### config.mk
export PLATFORM = sky130hd
export DESIGN_NAME = fula_ctrl
export DESIGN_NICKNAME = d
export VERILOG_FILES = /design/src/design/fula_pkg.sv /design/src/design/fula_ctrl.sv
export SDC_FILE = /design/constraint.sdc
export NUM_CORES = 1
export LEC_CHECK = 0
export ABC_CLOCK_PERIOD_IN_PS = 6100
export BUFFER_PORTS_ARGS = -buffer_cell sky130_fd_sc_hd__buf_2
export CORE_UTILIZATION = 50
export CTS_CLUSTER_SIZE = 30
export DETAILED_ROUTE_END_ITERATION = 8
export PLACE_DENSITY = 0.88
export SLEW_MARGIN = 10
export SYNTH_ARGS = -nofsm -noshare
export SYNTH_HDL_FRONTEND = slang
export SYNTH_SLANG_ARGS = --single-unit
export TNS_END_PERCENT = 1
### constraint.sdc
create_clock -name clk -period 6.1 [get_ports clk]
set_clock_uncertainty 0.05 [all_clocks]
set_input_delay 0.305 -clock clk [delete_from_list [all_inputs] [get_ports clk]]
set_output_delay 0.305 -clock clk [all_outputs]
set_load 0.05 [all_outputs]
### src/design/fula_pkg.sv
`timescale 1ns / 1ps
// fula_pkg: shared codes, field widths and types for the free-list allocator
// used by every module of the fixed_unit_free_list_allocator_core block
package fula_pkg;

  localparam int UBYTES_W    = 13;
  localparam int UTOTAL_W    = 9;
  localparam int SPAN_W      = UBYTES_W + UTOTAL_W;
  localparam int CFG_INDEX_W = 2;

  localparam logic [UBYTES_W-1:0] UBYTES_RST = 13'd64;
  localparam logic [UTOTAL_W-1:0] UTOTAL_RST = 9'd0;

  // register indexes on the configuration port
  localparam logic [CFG_INDEX_W-1:0] REG_POOL_BASE  = 2'd0;
  localparam logic [CFG_INDEX_W-1:0] REG_UNIT_SIZE  = 2'd1;
  localparam logic [CFG_INDEX_W-1:0] REG_UNIT_COUNT = 2'd2;

  // item modes
  localparam logic [1:0] MODE_ALLOC   = 2'd0;
  localparam logic [1:0] MODE_FREE    = 2'd1;
  localparam logic [1:0] MODE_RESTART = 2'd2;

  // result status codes
  localparam logic [1:0] ST_OK       = 2'd0;
  localparam logic [1:0] ST_EMPTY    = 2'd1;
  localparam logic [1:0] ST_RANGE    = 2'd2;
  localparam logic [1:0] ST_OVERFLOW = 2'd3;

  typedef enum logic [3:0] {
    S_IDLE = 4'b0001,
    S_EXEC = 4'b0010,
    S_READ = 4'b0100,
    S_FILL = 4'b1000
  } state_t;

  // strobes from the sequencer to the stack memory
  typedef struct packed {
    logic we;
    logic re;
  } mem_cmd_t;

  // count fields also carry the unit total less the depth, so never below its width
  function automatic int CNT_WL(int units);
    int w;
    w = $clog2(units + 1);
    return (w > UTOTAL_W) ? w : UTOTAL_W;
  endfunction

  // write data as wide as the widest register
  function automatic int DATA_WL(int addr_bits);
    return (addr_bits > UBYTES_W) ? addr_bits : UBYTES_W;
  endfunction

endpackage

### src/design/fula_ctrl.sv
`timescale 1ns / 1ps
// fula_ctrl: item sequencer, stack pointer, restart fill and result register
// depends on fula_pkg
module fula_ctrl
  import fula_pkg::*;
#(
  parameter int MAX_UNITS = 256,
  parameter int ADDR_BITS = 32,
  parameter int IW        = 8,
  parameter int CW        = 9,
  parameter int CNT_W     = 9
) (
  input  logic                  clk,
  input  logic                  rst,
  input  logic                  in_valid,
  output logic                  in_stall,
  input  logic [1:0]            mode,
  input  logic [ADDR_BITS-1:0]  unit_address,
  output logic                  out_valid,
  input  logic                  out_stall,
  output logic [1:0]            status,
  output logic [ADDR_BITS-1:0]  given_address,
  output logic [CNT_W-1:0]      free_units,
  output logic [CNT_W-1:0]      used_units,
  output logic                  none_free,
  input  logic [ADDR_BITS-1:0]  pool_base,
  input  logic [UBYTES_W-1:0]   unit_bytes,
  input  logic [UTOTAL_W-1:0]   unit_total,
  input  logic [SPAN_W-1:0]     span,
  output mem_cmd_t              cmd,
  output logic [IW-1:0]         mem_addr,
  output logic [ADDR_BITS-1:0]  mem_wdata,
  input  logic [ADDR_BITS-1:0]  mem_rdata
);

  localparam int CMP_W = (ADDR_BITS > SPAN_W) ? ADDR_BITS : SPAN_W;

  state_t               state, state_next;
  logic [CW-1:0]        depth, depth_next;
  logic [CNT_W-1:0]     fill_idx, fill_idx_next;
  logic [ADDR_BITS-1:0] fill_addr, fill_addr_next;
  logic [1:0]           mode_q;
  logic [ADDR_BITS-1:0] addr_q;

  logic                 accept;
  logic                 out_free;
  logic                 produce;
  logic [1:0]           res_status;
  logic [ADDR_BITS-1:0] res_addr;
  logic [CW-1:0]        res_depth;
  logic [CW-1:0]        depth_dec;
  logic [ADDR_BITS-1:0] offset;
  logic                 outside;
  logic                 full;
  logic [CNT_W-1:0]     fill_count;
  logic [CNT_W-1:0]     uc_ext;
  logic [CNT_W-1:0]     rd_ext;
  logic [CNT_W-1:0]     used_calc;

  assign in_stall = rst || (state != S_IDLE);
  assign accept   = in_valid && !in_stall;
  assign out_free = !out_valid || !out_stall;

  assign depth_dec = depth - CW'(1);
  assign offset    = addr_q - pool_base;
  assign outside   = CMP_W'(offset) >= CMP_W'(span);
  assign full      = depth >= CW'(MAX_UNITS);

  // restart pushes at most the stack capacity
  assign uc_ext     = CNT_W'(unit_total);
  assign fill_count = (uc_ext > CNT_W'(MAX_UNITS)) ? CNT_W'(MAX_UNITS) : uc_ext;

  always_comb begin
    state_next     = state;
    depth_next     = depth;
    fill_idx_next  = fill_idx;
    fill_addr_next = fill_addr;
    cmd            = '0;
    mem_addr       = depth[IW-1:0];
    mem_wdata      = addr_q;
    produce        = 1'b0;
    res_status     = ST_OK;
    res_addr       = '0;
    res_depth      = depth;
    unique case (state)
      S_IDLE: begin
        if (accept) begin
          state_next = S_EXEC;
        end
      end
      S_EXEC: begin
        unique case (mode_q)
          MODE_ALLOC: begin
            if (depth == '0) begin
              if (out_free) begin
                produce    = 1'b1;
                res_status = ST_EMPTY;
                state_next = S_IDLE;
              end
            end else begin
              // pop: read the top entry, data shows up next cycle
              cmd.re     = 1'b1;
              mem_addr   = depth_dec[IW-1:0];
              depth_next = depth_dec;
              state_next = S_READ;
            end
          end
          MODE_FREE: begin
            if (out_free) begin
              produce    = 1'b1;
              state_next = S_IDLE;
              if (outside) begin
                res_status = ST_RANGE;
              end else if (full) begin
                res_status = ST_OVERFLOW;
              end else begin
                cmd.we     = 1'b1;
                depth_next = depth + CW'(1);
                res_depth  = depth + CW'(1);
              end
            end
          end
          MODE_RESTART: begin
            fill_idx_next  = '0;
            fill_addr_next = pool_base;
            state_next     = S_FILL;
          end
          default: begin
            if (out_free) begin
              produce    = 1'b1;
              state_next = S_IDLE;
            end
          end
        endcase
      end
      S_READ: begin
        if (out_free) begin
          produce    = 1'b1;
          res_addr   = mem_rdata;
          state_next = S_IDLE;
        end
      end
      S_FILL: begin
        if (fill_idx == fill_count) begin
          if (out_free) begin
            produce    = 1'b1;
            depth_next = fill_count[CW-1:0];
            res_depth  = fill_count[CW-1:0];
            state_next = S_IDLE;
          end
        end else begin
          cmd.we         = 1'b1;
          mem_addr       = fill_idx[IW-1:0];
          mem_wdata      = fill_addr;
          fill_idx_next  = fill_idx + CNT_W'(1);
          fill_addr_next = fill_addr + ADDR_BITS'(unit_bytes);
        end
      end
      default: state_next = S_IDLE;
    endcase
  end

  assign rd_ext    = CNT_W'(res_depth);
  assign used_calc = (uc_ext > rd_ext) ? (uc_ext - rd_ext) : '0;

  always_ff @(posedge clk) begin
    if (rst) begin
      state     <= S_IDLE;
      depth     <= '0;
      out_valid <= 1'b0;
    end else begin
      state <= state_next;
      depth <= depth_next;
      if (produce) begin
        out_valid <= 1'b1;
      end else if (!out_stall) begin
        out_valid <= 1'b0;
      end
    end
  end

  always_ff @(posedge clk) begin
    fill_idx  <= fill_idx_next;
    fill_addr <= fill_addr_next;
    if (accept) begin
      mode_q <= mode;
      addr_q <= unit_address;
    end
    if (produce) begin
      status        <= res_status;
      given_address <= res_addr;
      free_units    <= rd_ext;
      used_units    <= used_calc;
      none_free     <= (res_depth == '0);
    end
  end

endmodule

==> flow_summary.yaml <==
status:
  status: "finished, violations left"
  violations: "negative setup slack"
routing:
  wl_met1_mm: 13.1
  maxUsedRoutingLayer: "met4"
  dr_wl_met3_mm: 2.27
  drc_errors: 0
  wl_mm: 32.5
  drtIter0Drc: 966
  dr_wl_met2_mm: 15.9
  vias: 10500
  wl_per_cell_um: 18.3
  vias_per_cell: 5.92
  drtPass1Iterations: 6
  ant_nets: 0
setup_path:
  max_stage_delay_ps: 440
  cp.arrival_ps: 6510
  crit_slowest_cell: "edfxtp_1"
  cp-end-kind: "register"
  worstPathMaxFanout: 4
  setup.worst_path.class: "register to register"
  cpMostUsedCell: "a21o_1"
  startpoint_type: "register"
  cp.required_ps: 6220
yosys:
  syn-num-nets: 1401
  synth_edf_count: 128
  yosysSeqAreaShare_pct: 38.3
  synth-seq-cells: 142
  synth_top_area_share_pct: 35.7
  yosysWarnings: 0
  synth_top_area_cell: "edfxtp_1"
  synth_area_um2: 10800
  synthTopCellsByArea: "edfxtp_1 (36%), ha_1 (9.1%), nand2_1 (4.0%), o21ai_0 (3.8%), inv_1 (3.4%)"
  synth.distinct_cells: 85
  ys_async_sr_fraction_pct: 0
  synth-main-ff-cell: "edfxtp_1"
  synthCells: 1174
  avgSynthCellArea_um2: 9.16
sta:
  setup_ws_ps: -294
  report.final.slew_viol_count: 0
  setup_violations: 9
  timing.final.crit_share_pct: 105
  rsz0062_at_grt: "yes"
  fmax_mhz: 156
  finalHoldViolCount: 0
  tightestPinTransition_ps: 1190
  slew_headroom_pct: 20.4
  finalCriticalPeriod_ps: 6390
global_route:
  grt_max_degree: 54
  grt_use_total_pct: 28.9
  antenna_found_initial: 2
  grt_pass1_vias: 10100
  grt_first_pass_wirelength_mm: 50.4
  overflow: 0
power_and_ir_drop:
  netSwitchingFraction_pct: 27.4
  design_power_total_mw: 2.84
  p_int_mw: 2.07
  p_switching_mw: 0.780
  p_leak_nw: 6.24
  p_seq_share_pct: 38.4
  ir_worst_vdd_uv: 146
  clkPwrFrac_pct: 40.3
  comb_power_share_pct: 21.4
  power_density_nw_per_um2: 207
placement:
  post-place-ws_ps: -498
  hpwlAfterDp_mm: 23.5
  dp.cells: 1725
  place_congestion: 0.954
  io_buffers: 242
final_layout:
  nNetsFinal: 1718
  final_common_cell: "buf_2"
  area_growth_pct: 27.5
  drive_above_1_share_pct: 29.3
  fin_cells: 1780
  utilization_pct: 65.1
  final_cell_mix: "buf_2 (242), edfxtp_1 (128), nand2_1 (115)"
flow_run:
  maxCapViolations: 0
clocking:
  cts_root_buf: "clkbuf_16"
  clk_pin_slew_ps: 60
  cts.sinks: 142
  cts_buffers: 17
  htreeDepth: 4
  cts_tree: "yes"
  cts.path.max_buffers: 2
  clkLatencyLatePin_ps: 420
floorplanning:
  initial_core_util_pct: 51.0
  core_um2: 21100
  ioPinCount: 243
  die_h_um: 149
  rows: 53
  die_x_um: 149
  die-area_um2: 22100
min_path:
  hold_path_class: "input pin to register"
[final cells by class]
| type | instances | area, µm² |
|---|---|---|
| inverter | 98 | 368 |
| clock inverter | 11 | 189 |
| clock buffer | 20 | 437 |
| antenna | 2 | 5.00 |
| multi-input combinational | 880 | 6170 |
| timing repair buffer | 352 | 2080 |
| fill | 1712 | 7370 |
| tap | 275 | 344 |
| sequential | 142 | 4120 |
[worst paths after layout]
check,cells past startpoint,end,startpoint,slack (ps)
max,32,used_units[2],addr_q[4],-290
min,1,addr_q[21],unit_address[21],20
max reg2reg,32,used_units[2],addr_q[4],-290
min reg2reg,2,state[1],state[1],560
[state kept, by name (all words and copies together) (netlist names)]
| register | cells |
|---|---|
| state | 4 |
| status | 2 |
| depth | 9 |
| addr_q | 32 |
| used_units | 9 |
| mode_q | 2 |
| out_valid | 1 |
| none_free | 1 |
| free_units | 9 |
| given_address | 32 |
| fill_idx | 9 |
| fill_addr | 32 |
[stage by stage]
| step | hold slack (ps) | instance area (µm²) | TNS (ps) |
|---|---|---|---|
| floorplan | 354 | 10800 | -1760 |
| global placement | 432 | 12800 | -2240 |
| detailed placement | 433 | 12800 | -4360 |
| CTS | 0.277 | 13600 | -2180 |
| global route | 1.79 | 13700 | -6010 |
| finish | 20.0 | 13700 | -2530 |
[logic make-up (layout without fill, tap and decap cells)]
kind of cell             count (synthesis)  count (layout)  synth area share, %
AO/OA/AOI/OAI                          293             293                 18.4
multiplexers                            39              39                 3.98
flip-flops                             142             142                 38.3
AND/OR/NAND/NOR                        401             401                 18.8
other                                    0               2                    0
XOR/XNOR                                66              66                 5.37
buffers and inverters                  152             481                 5.47
adder cells (fa/ha/maj)                 81              81                 9.63
[Yosys cell counts (7+ instances only)]
master	instances
a31oi_1	13
nand4_1	17
mux2_2	30
nor3_1	30
and3_1	47
nand2_1	116
a21oi_1	70
xnor2_1	35
inv_1	98
o221ai_1	7
nor2_1	85
o21a_1	8
ha_1	78
o21ai_0	81
xor2_1	31
dfxtp_1	14
nor4_1	8
o31ai_1	9
clkbuf_1	44
mux2i_1	9
nand3_1	21
a21o_1	17
o311a_1	8
a211oi_1	11
edfxtp_1	128
or3_1	13
nand2b_1	16
nor2b_1	11
[per-layer routing]
layer | vias up | track usage (%)
li1 | 4940 | -
met1 | 4942 | 35.1
met2 | 537 | 49.3
met3 | 113 | 5.61
met4 | 0 | 13.3
met5 | - | 0
[timing repair]
| action | CTS | global route |
|---|---|---|
| resized for setup | 4 | 10 |
| endpoints found under the hold margin | 13 | 3 |
| buffers inserted | 5 | 1 |
| hold buffers | 13 | 3 |
| pin swaps | 7 | 1 |
| gates cloned | 0 | 0 |
| setup endpoints to repair | 9 | 9 |
[power by group through the flow]
stage	clock network, mW	registers (mW)	logic (mW)
final	1.15	1.09	0.608
after global routing	1.19	1.09	0.663
after CTS	1.16	1.09	0.590
after detailed placement	0	1.11	0.574
after global placement	0	1.11	0.557
after floorplan	0	1.11	0.373
[critical path, delay by kind of cell (launching register included)]
family                   cells  cell delay [ps]
adder cells (fa/ha/maj)      3              820
AND/OR/NAND/NOR              6              790
AO/OA/AOI/OAI               19             3440
flip-flops                   1              440
XOR/XNOR                     1              130
buffers and inverters        3              460
Note: power is estimated with default switching activity, not from simulation.
