File: config.mk
export PLATFORM = sky130hd
export DESIGN_NAME = fula_cfg
export DESIGN_NICKNAME = d
export VERILOG_FILES = /design/src/design/fula_pkg.sv /design/src/design/fula_cfg.sv
export SDC_FILE = /design/constraint.sdc
export NUM_CORES = 1
export LEC_CHECK = 0
export ABC_AREA = 1
export BUFFER_PORTS_ARGS = -buffer_cell sky130_fd_sc_hd__buf_4
export CORE_ASPECT_RATIO = 1.4
export CORE_MARGIN = 4
export CORE_UTILIZATION = 35
export DETAILED_ROUTE_END_ITERATION = 8
export PLACE_DENSITY_LB_ADDON = 0.25
export SLEW_MARGIN = 20
export SYNTH_ARGS = -nofsm -noshare
export SYNTH_HDL_FRONTEND = slang
export SYNTH_SLANG_ARGS = --single-unit
File: constraint.sdc
create_clock -name clk -period 4.8 [get_ports clk]
set_input_delay 0.24 -clock clk [delete_from_list [all_inputs] [get_ports clk]]
set_output_delay 0.24 -clock clk [all_outputs]
set_load 0.005 [all_outputs]
File: src/design/fula_pkg.sv
`timescale 1ns / 1ps
// fula_pkg: shared codes, field widths and types for the free-list allocator
// used by every module of the fixed_unit_free_list_allocator_core block
package fula_pkg;

  localparam int UBYTES_W    = 13;
  localparam int UTOTAL_W    = 9;
  localparam int SPAN_W      = UBYTES_W + UTOTAL_W;
  localparam int CFG_INDEX_W = 2;

  localparam logic [UBYTES_W-1:0] UBYTES_RST = 13'd64;
  localparam logic [UTOTAL_W-1:0] UTOTAL_RST = 9'd0;

  // register indexes on the configuration port
  localparam logic [CFG_INDEX_W-1:0] REG_POOL_BASE  = 2'd0;
  localparam logic [CFG_INDEX_W-1:0] REG_UNIT_SIZE  = 2'd1;
  localparam logic [CFG_INDEX_W-1:0] REG_UNIT_COUNT = 2'd2;

  // item modes
  localparam logic [1:0] MODE_ALLOC   = 2'd0;
  localparam logic [1:0] MODE_FREE    = 2'd1;
  localparam logic [1:0] MODE_RESTART = 2'd2;

  // result status codes
  localparam logic [1:0] ST_OK       = 2'd0;
  localparam logic [1:0] ST_EMPTY    = 2'd1;
  localparam logic [1:0] ST_RANGE    = 2'd2;
  localparam logic [1:0] ST_OVERFLOW = 2'd3;

  typedef enum logic [3:0] {
    S_IDLE = 4'b0001,
    S_EXEC = 4'b0010,
    S_READ = 4'b0100,
    S_FILL = 4'b1000
  } state_t;

  // strobes from the sequencer to the stack memory
  typedef struct packed {
    logic we;
    logic re;
  } mem_cmd_t;

  // count fields also carry the unit total less the depth, so never below its width
  function automatic int CNT_WL(int units);
    int w;
    w = $clog2(units + 1);
    return (w > UTOTAL_W) ? w : UTOTAL_W;
  endfunction

  // write data as wide as the widest register
  function automatic int DATA_WL(int addr_bits);
    return (addr_bits > UBYTES_W) ? addr_bits : UBYTES_W;
  endfunction

endpackage

File: src/design/fula_cfg.sv
`timescale 1ns / 1ps
// fula_cfg: configuration registers and the registered pool span
// depends on fula_pkg
module fula_cfg
  import fula_pkg::*;
#(
  parameter int ADDR_BITS = 32,
  parameter int DATA_W    = 32
) (
  input  logic                   clk,
  input  logic                   rst,
  input  logic                   cfg_write,
  input  logic [CFG_INDEX_W-1:0] cfg_index,
  input  logic [DATA_W-1:0]      cfg_data,
  output logic [ADDR_BITS-1:0]   pool_base,
  output logic [UBYTES_W-1:0]    unit_bytes,
  output logic [UTOTAL_W-1:0]    unit_total,
  output logic [SPAN_W-1:0]      span
);

  always_ff @(posedge clk) begin
    if (rst) begin
      pool_base  <= '0;
      unit_bytes <= UBYTES_RST;
      unit_total <= UTOTAL_RST;
    end else if (cfg_write) begin
      unique case (cfg_index)
        REG_POOL_BASE:  pool_base  <= cfg_data[ADDR_BITS-1:0];
        REG_UNIT_SIZE:  unit_bytes <= cfg_data[UBYTES_W-1:0];
        REG_UNIT_COUNT: unit_total <= cfg_data[UTOTAL_W-1:0];
        default: ;
      endcase
    end
  end

  // pool size in bytes, registered from unit_bytes and unit_total
  always_ff @(posedge clk) begin
    span <= SPAN_W'(unit_bytes) * SPAN_W'(unit_total);
  end

endmodule

==> impl_summary.log, run 1 <==
INFO  metric vdd_ir_drop_max = ~0.17 mV
INFO  metric power_leakage = 4.51 nW
INFO  metric synthTopCellsByCount = 213 x inv_1, 193 x nand2_1, 102 x nor2_1, 78 x fa_1, 76 x dfxtp_1
INFO  metric hold_viol_final = 0
INFO  metric floorplan.io_pins = ~110
INFO  metric combPwrFrac = 0.148
INFO  metric worst_clock_skew = 0.00507 ns
INFO  metric insertion_delay = 0.35 ns
INFO  metric cts_buffers = 9
INFO  metric cts-hold-fix-buffers = 0
INFO  metric synth_seq_cells = 76
INFO  metric synth_cell_types = 23
INFO  metric io_buffer_count = approximately 110
INFO  metric die_w = approximately 120 microns
INFO  metric worst-setup-path-type = flip-flop to flip-flop
INFO  metric synthToLayoutAreaGrowth = 21.6%
INFO  metric final_antenna_net_count = 0
INFO  metric fin_tns_setup = 0 ns
INFO  metric grt_pass1_vias = between 5000 and 6000
INFO  metric synth_top_cell_area_share = 0.248
INFO  metric slew_viol_final = 0
INFO  metric netlist_area = 6300 sq um
INFO  metric post-cts-setup-buffers = 0
INFO  metric grt.total_usage = 0.156
INFO  metric dpl.hpwl = between 10 and 15 mm
INFO  metric grt_pass1_wl = ~25 mm
INFO  metric power_switching = ~0.46 mW
INFO  metric worstPathCellList = nand2_1, inv_1, fa_1, fa_1, fa_1, inv_1, fa_1, inv_1, ha_1, nand2_1, nor2_1, nand3_1, nand3_2, nand2_1, nand3_1, nand2_1
INFO  metric cts_clk_pin_slew_worst_paths = 0.06 ns
INFO  metric core_area = between 15000 and 20000 sq um
INFO  metric max-clock-path-buffers = 2
INFO  metric cpLargestDelayFamily = adder cells
INFO  metric numPlacedInstances = about 1200
INFO  metric seq_power_share = 0.416
INFO  metric layout_worst_path_cycle_share = 0.914
INFO  metric synthesis.instances = 855
INFO  metric switching_share = 0.270
INFO  metric antenna_cells = 0
INFO  metric router_iterations_before_antenna_repair = 4
INFO  metric drc_viols = 0
INFO  metric crit_path_max_incr_delay = between 0.7 and 0.8 ns
INFO  metric timing.hold.worst_path_depth = 3
INFO  metric power.internal = 1.25 mW
INFO  metric async_flop_share = 0
INFO  metric rows = between 50 and 60
INFO  metric crit_slowest_cell = dfxtp_1
INFO  metric drive_gt1_frac = 0.147
INFO  metric cts.htree.levels = 3
INFO  metric start_util = 0.359
INFO  metric post-route-worst-setup-slack = 0.415 ns
INFO  metric wirelength = ~15 mm
INFO  metric rsz0062_at_grt = no
INFO  metric worst_slew_margin_rel = 0.369
INFO  metric clockPowerShare = 0.436
INFO  metric root_buffer_cell = clkbuf_16
INFO  metric worst_hold_startpoint = cfg_data[6]
INFO  metric transition_time_at_the_pin_with_the_least_slew_margin = ~0.94 ns
INFO  metric netlist.top_cell.by_area = fa_1
INFO  metric rrSetupSlack = around 0.41 ns
INFO  metric gp_congestion = between 0.8 and 0.9
INFO  metric design.final.nets = 1107
INFO  metric status = completed
INFO  metric final_core_util = 0.437
INFO  metric synth_flop_cell = dfxtp_1
INFO  metric hold_path_end = unit_bytes[6]
INFO  metric design_power_total = around 1.7 mW
INFO  metric clock_sink_total = 76
INFO  metric pin_count_of_the_biggest_net_entering_global_routing = 55
INFO  metric terminus_of_the_critical_flop_to_flop_path = span[21]
INFO  metric finalWorstPathRequiredPeriod = around 4.4 ns
INFO  metric drv.max_cap_violation_count = 0
INFO  metric synth_most_common_cell = inv_1
INFO  metric placement.setup.worst_slack = roughly 0.43 ns
INFO  metric drt-vias-per-instance = 4.41
INFO  metric cts-resized-gates = 0
INFO  metric syn_nets = 1012
INFO  metric fmax = around 0.23 GHz
INFO  metric finalSetupViolCount = 0
INFO  metric ys_top_cells_by_area = fa_1 25%, dfxtp_1 24%, inv_1 13%, nand2_1 11%, ha_1 8.3%
INFO  metric number_of_flops_mapped_to_enable_cells_by_yosys = 0
INFO  metric wire_per_inst = between 10 and 15 microns
INFO  metric reg2reg_depth = 16
INFO  metric setup.worst_path.end_class = flip-flop
INFO  metric antenna_found_initial = 0
INFO  metric timing.rr.start = unit_total[4]
INFO  metric worst-endpoint-required = between 5 and 6 ns
INFO  metric yosysSeqAreaShare = 0.242
INFO  metric synth.yosys.warnings = 0
INFO  metric startpoint_type = flip-flop
INFO  metric cp.arrival = 4.63 ns
INFO  metric detailedRoute.firstIterationViolations = 147
INFO  metric tritoncts = yes
INFO  metric floorplan.die_area = 20200 sq um
INFO  metric worst_hold_path_type = primary input to flip-flop
INFO  metric layout.cells.non_filler = 1190
INFO  metric die-height = ~170 microns
INFO  metric detailroute.via_count = roughly 5300
INFO  metric worstPathMaxFanout = 15
INFO  metric synth.avg_cell_area = between 7 and 8 sq um
INFO  metric gr-total-overflow = 0
INFO  metric power_density_over_cell_area = around 220 nW/um^2
INFO  metric path_buf_inv = 3
## sequential cells by signal (all words and copies together) (netlist names)
register and count:
unit_total 9, span 22, pool_base 32, unit_bytes 13
## per-stage QoR
stage	instance area, sq um	hold slack, ns
finish	7660	0.115
global route	7660	0.117
CTS	7660	0.0977
detailed placement	7350	0.461
global placement	7350	0.458
floorplan	6300	0.353
## metal layers
metal | GRT usage | wire [microns] | vias up
met1 | 0.182 | 6100 | 2419
met4 | 0.0673 | 426 | 0
met2 | 0.265 | 7320 | 134
met3 | 0.0427 | 969 | 30
met5 | 0 | 0 | -
li1 | - | - | 2668
## cells by family after synthesis
| kind of cell | share of synthesized area |
|---|---|
| adder cells (fa/ha/maj) | 0.331 |
| AO/OA/AOI/OAI | 0.0671 |
| buffers and inverters | 0.151 |
| XOR/XNOR | 0.0125 |
| flip-flops | 0.242 |
| AND/OR/NAND/NOR | 0.197 |
## worst register-to-register path: cells and delay by family (launching register included)
kind	cells	cell delay [ns]
and+or+nand+nor	8	0.97
adders and majority gates	5	2.36
buffers and inverters	3	0.20
DFF	1	0.76
## power by group through the flow
stage	clock, mW	combinational [mW]	sequential [mW]
2_1_floorplan	0	0.155	0.705
3_3_place_gp	0	0.257	0.727
3_5_place_dp	0	0.261	0.728
4_1_cts	0.771	0.261	0.714
5_1_grt	0.793	0.298	0.719
6_report	0.747	0.254	0.713
## worst max-delay path by stage
stage | slack (ns) | start | endpoint | depth (start not counted)
after global routing | 0.11 | unit_total[4] | span[21] | 17
after CTS | 0.42 | unit_total[4] | span[21] | 16
after floorplan | 0.83 | unit_total[2] | span[18] | 18
after detailed placement | 0.43 | unit_total[4] | span[21] | 16
after global placement | 0.49 | unit_total[4] | span[21] | 16
final | 0.41 | unit_total[4] | span[21] | 16
## placed cells by master, fill, tap and decap left out, types with 2 or more instances in the layout
master,count
clkinv_4,2
nor3_1,2
o21ai_0,56
nand3_2,2
nand3_1,17
nand2_1,193
clkbuf_16,9
xor2_1,6
bufinv_16,2
fa_1,78
a21oi_1,22
buf_4,120
nand2_2,2
ha_1,42
xnor2_1,3
dfxtp_1,76
inv_1,212
nor2_1,102
## final cells by class
class	instances	area (sq um)
clock buffer	10	229
clock inverter	5	86.3
multi-input combinational	530	3830
inverter	213	800
fill	1869	9880
tap	236	295
timing repair buffer	120	901
sequential	76	1520
Note: power is estimated with default switching activity, not from simulation.
==> run 2: changes to the inputs <==
--- a/config.mk
+++ b/config.mk
@@ -8,7 +8,6 @@
 export ABC_AREA = 1
 export BUFFER_PORTS_ARGS = -buffer_cell sky130_fd_sc_hd__buf_4
 export CORE_ASPECT_RATIO = 1.4
-export CORE_MARGIN = 4
 export CORE_UTILIZATION = 35
 export DETAILED_ROUTE_END_ITERATION = 8
 export PLACE_DENSITY_LB_ADDON = 0.25
==> run 2 against run 1 <==
  * Sequential share of layout area grew 0.088 points
  * Via count decreased by 0.93%
  * Routed wire length decreased by 1.8%
  * First-iteration DRC count up 8.8%
  * Design area decreased by 0.44%
  * Worst setup slack better by 0.060 ns
  * Register-to-register slack gained 0.06 ns
==> impl_summary.log, run 2 (same netlist as run 1, synthesis figures left out) <==
INFO  metric largest_reg_flops = 32 (unchanged)
INFO  metric global_route.usage.met1 = 0.197 (+0.0147)
INFO  metric rsz0062_at_grt = no
INFO  metric finalWorstPathRequiredPeriod = 4.33 ns (-0.0595 ns)
INFO  metric gr-total-overflow = 0 (unchanged)
INFO  metric worst-setup-path-type = flip-flop to flip-flop
INFO  metric cts-hold-fix-buffers = 0 (unchanged)
INFO  metric fin_tns_setup = 0 ns (unchanged)
INFO  metric synthToLayoutAreaGrowth = 21.1%
INFO  metric final_antenna_net_count = 0 (unchanged)
INFO  metric worst_slew_margin_rel = 0.398 (+0.0289)
INFO  metric grt.total_usage = 0.170 (+0.0143)
INFO  metric timing.hold.worst_path_depth = 3 (unchanged)
INFO  metric root_buffer_cell = clkbuf_16
INFO  metric drv.max_cap_violation_count = 0 (unchanged)
INFO  metric pin_count_of_the_biggest_net_entering_global_routing = 33 (-40%)
INFO  metric detailroute.via_count = 5202 (-0.93%)
INFO  metric tritoncts = yes
INFO  metric rrSetupSlack = 0.47 ns (+0.06 ns)
INFO  metric status = completed
INFO  metric grt_pass1_vias = 5228 (-2.0%)
INFO  metric reg_top3 = pool_base: 32 flops, span: 22 flops, unit_bytes: 13 flops
INFO  metric setup.worst_path.end_class = flip-flop
INFO  metric global_route.usage.met3 = 0.0396 (-0.00312)
INFO  metric core_area = 17500 sq um (-0.41%)
INFO  metric drive_gt1_frac = 0.149 (+0.00194)
INFO  metric regMostFlops = pool_base
INFO  metric vdd_ir_drop_max = 0.156 mV (-6.3%)
INFO  metric fmax = 0.231 GHz (+1.4%)
INFO  metric design_power_total = 1.63 mW (-5.2%)
INFO  metric power_leakage = 4.49 nW (-0.28%)
INFO  metric detailedRoute.firstIterationViolations = 160 (+8.8%)
INFO  metric gr-max-usage-layer = met2
INFO  metric cts_buffers = 9 (unchanged)
INFO  metric dpl.hpwl = 11.7 mm (-1.5%)
INFO  metric startpoint_type = flip-flop
INFO  metric design.final.nets = 1108 (+0.090%)
INFO  metric cts-resized-gates = 0 (unchanged)
INFO  metric layout_commonest_cell = inv_1
INFO  metric drt-vias-per-instance = 4.37 (-1.0%)
INFO  metric hold_viol_final = 0 (unchanged)
INFO  metric post-cts-setup-buffers = 0 (unchanged)
INFO  metric cts_clk_pin_slew_worst_paths = 0.06 ns (about the same)
INFO  metric globalRouteMet2Util = 0.303 (+0.0382)
INFO  metric max-clock-path-buffers = 2 (unchanged)
INFO  metric drc_viols = 0 (unchanged)
INFO  metric start_util = 0.361 (+0.00147)
INFO  metric cts.htree.levels = 3 (unchanged)
INFO  metric die_w = 115 microns (-4.9%)
INFO  metric worst_hold_path_type = primary input to flip-flop
INFO  metric clock_sink_total = 76 (unchanged)
INFO  metric worst-endpoint-required = 5.04 ns (about the same)
INFO  metric slew_viol_final = 0 (unchanged)
INFO  metric wirelength = 14.6 mm (-1.8%)
INFO  metric gp_congestion = 0.850 (+2.2%)
INFO  metric layout_common_cells = 212 x inv_1, 193 x nand2_1, 121 x buf_4
INFO  metric worstPathMaxFanout = 15 (unchanged)
INFO  metric floorplan.io_pins = 113 (unchanged)
INFO  metric insertion_delay = 0.34 ns (about the same)
INFO  metric floorplan.die_area = 18500 sq um (-8.4%)
INFO  metric power_density_over_cell_area = 213 nW/um^2 (-4.8%)
INFO  metric wire_per_inst = 12.2 microns (-1.9%)
INFO  metric router_iterations_before_antenna_repair = 4 (unchanged)
INFO  metric worst_clock_skew = 0.00786 ns (+0.00279 ns)
INFO  metric rows = 57 (unchanged)
INFO  metric die-height = 161 microns (-3.6%)
INFO  metric cp.arrival = 4.57 ns (-0.06 ns)
INFO  metric grt_pass1_wl = 24.8 mm (-2.8%)
INFO  metric transition_time_at_the_pin_with_the_least_slew_margin = 0.897 ns (-0.0432 ns)
INFO  metric finalSetupViolCount = 0 (unchanged)
INFO  metric antenna_cells = 0 (unchanged)
INFO  metric layout_worst_path_cycle_share = 0.901 (-0.0124)
INFO  metric antenna_found_initial = 0 (unchanged)
INFO  metric reg2reg_depth = 16 (unchanged)
INFO  metric io_buffer_count = 112 (unchanged)
==> run 2: cell types whose count changed in the layout (fill, tap and decap cells not counted), sizes merged <==
cell	change
buf	+1
clkinvlp	+1
inv	+1
bufinv	-2
==> run 2: power breakdown <==
part	leakage [nW]	switching (mW)	internal [mW]	total, mW
clock network	0.135	0.294	0.364	0.658
registers	0.621	0.0428	0.669	0.712
logic	3.74	0.129	0.127	0.256
==> run 2: metal layers <==
metal,vias to the layer above,part of all wire
li1,2671,-
met1,2399,0.41
met2,117,0.52
met3,15,0.056
met4,0,0.015
met5,-,0
==> run 2: layout make-up <==
| cell class | count | area (sq um) |
|---|---|---|
| inverter | 213 | 800 |
| sequential | 76 | 1520 |
| clock inverter | 5 | 35.0 |
| clock buffer | 10 | 239 |
| tap | 236 | 295 |
| timing repair buffer | 121 | 908 |
| multi-input combinational | 530 | 3830 |
| fill | 1849 | 9840 |
==> run 2: final timing paths <==
check / start / end
hold / removal: cfg_data[6] / unit_bytes[6]
hold reg to reg: pool_base[21] / pool_base[21]
setup reg to reg: unit_total[4] / span[17]
setup / recovery: unit_total[4] / span[17]
==> run 2: metrics by stage <==
step,area (sq um),utilization,worst slack (ns),std cells,hold slack [ns]
after global placement,7350,0.421,0.508,1176,0.460
after detailed placement,7350,0.421,0.464,1176,0.470
after CTS,7630,0.437,0.455,1191,0.107
after floorplan,6300,-,0.827,855,0.353
final,7630,0.437,0.474,1191,0.120
after global routing,7630,0.437,0.207,1191,0.117
==> run 2: critical path, stage by stage (launching register included) <==
cell,delay (ns)
dfxtp_1,0.75
nand2_1,0.10
inv_1,0.10
fa_1,0.44
fa_1,0.51
fa_1,0.54
inv_1,0.05
fa_1,0.53
inv_1,0.04
ha_1,0.34
nand2_1,0.09
nor2_1,0.19
nand3_1,0.17
nand3_2,0.15
nand2_1,0.08
nand3_1,0.07
nand2_1,0.05
